[src/hw/rtl/stbs_pkg.sv]
// Shared types and constants for the sorted table binary search unit.
package stbs_pkg;

	// Defaults for the top-level parameters
	localparam int unsigned DEF_STORE_DEPTH = 1024;
	localparam int unsigned DEF_VALUE_WIDTH = 32;

	// Fixed field widths
	localparam int unsigned IDX_W = 10;
	localparam int unsigned KEY_W = 32;
	localparam int unsigned CNT_W = 11;
	localparam int unsigned POS_W = 10;
	localparam int unsigned PRB_W = 4;
	localparam logic [PRB_W-1:0] PRB_MAX = '1;

	// Request codes
	typedef enum logic {
		REQ_LOAD   = 1'b0,
		REQ_SEARCH = 1'b1
	} req_t;

	// Controller states
	typedef enum logic [1:0] {
		ST_IDLE,
		ST_SEARCH,
		ST_FINISH
	} state_t;

	// Controller to datapath commands
	typedef struct packed {
		logic load;      // write key into the store at index
		logic init;      // latch key, set bounds, read first midpoint
		logic step;      // compare read data, narrow bounds, read next midpoint
		logic out_load;  // move search result into the output register
	} dp_cmd_t;

	// Datapath to controller status
	typedef struct packed {
		logic empty;     // active range is empty
		logic hit;       // current probe equals the key
		logic exhaust;   // range empty after this probe
	} dp_stat_t;

endpackage

[src/hw/rtl/stbs_ctrl.sv]
// Controller state machine for the sorted table binary search unit.
module stbs_ctrl (
	input  logic               clk,
	input  logic               arst_n,
	input  logic               in_valid,
	input  logic               req_type,
	output logic               in_stall,
	output logic               out_valid,
	input  logic               out_stall,
	output stbs_pkg::dp_cmd_t  cmd,
	input  stbs_pkg::dp_stat_t stat
);
	import stbs_pkg::*;

	state_t state_q, state_d;
	logic   out_valid_q;
	logic   out_free;
	logic   is_search;

	assign out_free  = !out_valid_q || !out_stall;
	assign is_search = (req_type == REQ_SEARCH);
	assign out_valid = out_valid_q;

	// State register
	always_ff @(posedge clk or negedge arst_n) begin
		if (!arst_n) begin
			state_q <= ST_IDLE;
		end else begin
			state_q <= state_d;
		end
	end

	// Next state
	always_comb begin
		state_d = state_q;
		unique case (state_q)
			ST_IDLE: begin
				if (in_valid && is_search) begin
					state_d = stat.empty ? ST_FINISH : ST_SEARCH;
				end
			end
			ST_SEARCH: begin
				if (stat.hit || stat.exhaust) begin
					state_d = ST_FINISH;
				end
			end
			ST_FINISH: begin
				if (out_free) begin
					state_d = ST_IDLE;
				end
			end
			default: state_d = ST_IDLE;
		endcase
	end

	// Commands and input handshake
	always_comb begin
		cmd      = '0;
		in_stall = 1'b1;
		unique case (state_q)
			ST_IDLE: begin
				in_stall = 1'b0;
				cmd.load = in_valid && !is_search;
				cmd.init = in_valid && is_search;
			end
			ST_SEARCH: begin
				cmd.step = 1'b1;
			end
			ST_FINISH: begin
				cmd.out_load = out_free;
			end
			default: ;
		endcase
	end

	// Output valid: set on result load, cleared once the transfer completes
	always_ff @(posedge clk or negedge arst_n) begin
		if (!arst_n) begin
			out_valid_q <= 1'b0;
		end else if (cmd.out_load) begin
			out_valid_q <= 1'b1;
		end else if (!out_stall) begin
			out_valid_q <= 1'b0;
		end
	end

endmodule

[config.mk]
export PLATFORM = sky130hd
export DESIGN_NAME = stbs_ctrl
export DESIGN_NICKNAME = d
export VERILOG_FILES = /design/src/hw/rtl/stbs_pkg.sv /design/src/hw/rtl/stbs_ctrl.sv
export SDC_FILE = /design/constraint.sdc
export NUM_CORES = 1
export LEC_CHECK = 0
export ABC_AREA = 0
export CAP_MARGIN = 40
export CORE_AREA = 2 2 39 41
export DETAILED_ROUTE_END_ITERATION = 8
export DIE_AREA = 0 0 41 43
export DONT_BUFFER_PORTS = 1
export HOLD_SLACK_MARGIN = 0.1
export SLEW_MARGIN = 20
export SYNTH_ARGS = -nofsm -noshare
export SYNTH_HDL_FRONTEND = slang
export SYNTH_SLANG_ARGS = --single-unit
[constraint.sdc]
create_clock -name clk -period 1.1 [get_ports clk]
set_input_delay 0.275 -clock clk [delete_from_list [all_inputs] [get_ports clk]]
set_output_delay 0.275 -clock clk [all_outputs]
set_load 0.02 [all_outputs]
==> impl_metrics.ini <==
[clock_tree]
clkSinkCount = 3
clk_latency_ns = 0.23
htreeDepth = 1
numCtsBuffers = 3
path_clk_slew_ns = 0.04
cts_tree = done
root_buffer = clkbuf_4
clockBufferDepth = 2

[yosys]
synthesis.nets = 26
synth_area_um2 = 199
syn_inst = 18
seq_area_frac_synth = 0.377
synth.distinct_cells = 13
ys_ff_latch = 3
avgSynthCellArea_um2 = 11.1
yosysWarnings = 0

[detailed_routing]
drc = 0
wl_per_cell_um = 10.6
drtIter0Drc = 0
vias_per_cell = 3.98
dr.pass1.iters = 1
wl_um = 507
ant_nets = 0
dr_total_vias = 191

[timing]
rsz0062_at_grt = true
hold_violations = 0
final.period_utilization = 1.30
maxSlewViolCount = 0
slew_headroom = 0.790
timing.fmax_mhz = 701
holdWs_ns = 0.135
period_needed_ns = 1.43
setup_slack_ns = -0.326
finClkSkew_ns = 0.000727
setup-violations-final = 7
worst_slew_pin_slew_ns = 0.314

[power_and_ir_drop]
ir_drop_uv = 446
p_leak_nw = 0.167
power.density_mw_per_mm2 = 1400
total_power_mw = 0.531

[worst_setup_path]
arrival_ns = 1.15
crit_buf_inv = 0
worstPathCellList = or2_4, nor3b_4
cp-start-kind = register
path_max_fanout = 2
end_kind = output pin
critPathTopFamily = simple AND/OR/NAND/NOR gates
crit_path_top_delay_cell = dfrtp_1
critical-path-max-stage-delay_ns = 0.37
required_ns = 0.82
critPathKind = reg2out

[finish]
drive_gt1_frac = 0.656
insertedDiodeCount = 0
multi_input_area_um2 = 154
post-route-util = 0.275
syn2layout_area_growth_pct = 91.2
finalNonFillerCells = 48
nNetsFinal = 41
seq_area_um2 = 75.1
nFillCells = 154

[outcome]
outcome = complete, but fails checks
violations = negative setup slack

[floorplan]
io_pins = 14
num_rows = 14
dieArea_mm2 = 0.00176
start_util = 0.144
die_y_um = 43
core_area_mm2 = 0.00138
die_w_um = 41

[placement]
io_buffers = 0
post-place-ws_ns = -0.101
dp_cells = 39
finalWeightedCongestion = 0.648

[grt]
grt_max_degree = 5
overflow = 0
grt_pass1_wl_um = 765
grt_usage = 0.0694
grt_pass1_vias = 203
antenna_found_initial = 0

[flow_run]
drv_cap = 0

[min_path]
min_path_type = in2reg
layout by cell type (no fill, tap or decap), types with 2 or more instances in the layout:
cell      Yosys  layout
inv_4         0       2
buf_4         0       6
buf_6         0       3
dfrtp_1       3       3
clkbuf_4      0       3
nand2_1       2       2
Yosys cell counts:
| cell | instances | area (µm²) |
|---|---|---|
| nor3b_2 | 1 | 12.5 |
| nand4bb_4 | 1 | 27.5 |
| nand2b_1 | 1 | 6.26 |
| o2bb2ai_1 | 1 | 8.76 |
| nand2_1 | 2 | 7.51 |
| dfrtp_1 | 3 | 75.1 |
| inv_1 | 3 | 11.3 |
| nand4b_1 | 1 | 8.76 |
| or2_4 | 1 | 8.76 |
| o221ai_2 | 1 | 15.0 |
| a21oi_1 | 1 | 5.00 |
| nor2_1 | 1 | 3.75 |
| nand2b_2 | 1 | 8.76 |
through the flow:
step           instance area [µm²]  TNS (ns)
2_1_floorplan                  209    -0.139
3_5_place_dp                   267    -0.157
6_report                       380     -1.54
4_1_cts                        364     -1.56
5_1_grt                        380     -1.88
3_3_place_gp                   267    -0.157
worst paths after layout:
kind | startpoint | endpoint | slack [ns] | cells past startpoint
max in group asynchronous | arst_n | state_q[0]$_DFFE_PN0P_ | 0.67 | 1
worst min register to register | state_q[0]$_DFFE_PN0P_ | out_valid$_DFFE_PN0P_ | 0.65 | 2
worst min-delay path | stat[2] | state_q[0]$_DFFE_PN0P_ | 0.14 | 1
worst max register to register | state_q[1]$_DFFE_PN0P_ | state_q[1]$_DFFE_PN0P_ | -0.15 | 5
min in group asynchronous | arst_n | state_q[1]$_DFFE_PN0P_ | 0.29 | 1
worst max-delay path | state_q[1]$_DFFE_PN0P_ | cmd[3] | -0.33 | 2
final cells by class:
type / count / share of cell area
timing repair buffer: 10 / 0.234
clock buffer: 4 / 0.0691
multi-input combinational: 12 / 0.405
inverter: 3 / 0.0428
tap: 16 / 0.0526
sequential: 3 / 0.197
logic make-up (layout without fill, tap and decap cells):
family          Yosys count  count (layout)  synth area share
compound gates            3               3             0.145
simple gates              9               9             0.421
flops                     3               3             0.377
buf+inv                   3              17            0.0566
metal layers:
metal,wire [µm],vias to the layer above,global-route usage
met5,0,-,0
met4,0,0,0.0600
met3,68,0,0.0419
met2,275,11,0.109
met1,163,90,0.0550
li1,-,90,-
power by group:
group          total [mW]  leakage (nW)  internal, mW  switching (mW)
Combinational       0.200         0.113         0.106          0.0934
Sequential          0.138        0.0395         0.125          0.0132
Clock               0.192        0.0150         0.136          0.0566
sequential cells by signal, summed over array words and instances, names as in the netlist:
signal and flops:
out_valid 1, state_q 2
repair_timing:
| item | 4_1_cts | 5_1_grt |
|---|---|---|
| hold endpoints to repair | 3 | 0 |
| endpoints found under the setup margin | 6 | 8 |
| gates resized for setup | 9 | 2 |
| buffers inserted | 4 | 0 |
| hold buffers | 1 | 0 |
| pin swaps | 2 | 1 |
Note: power is estimated with default switching activity, not from simulation.
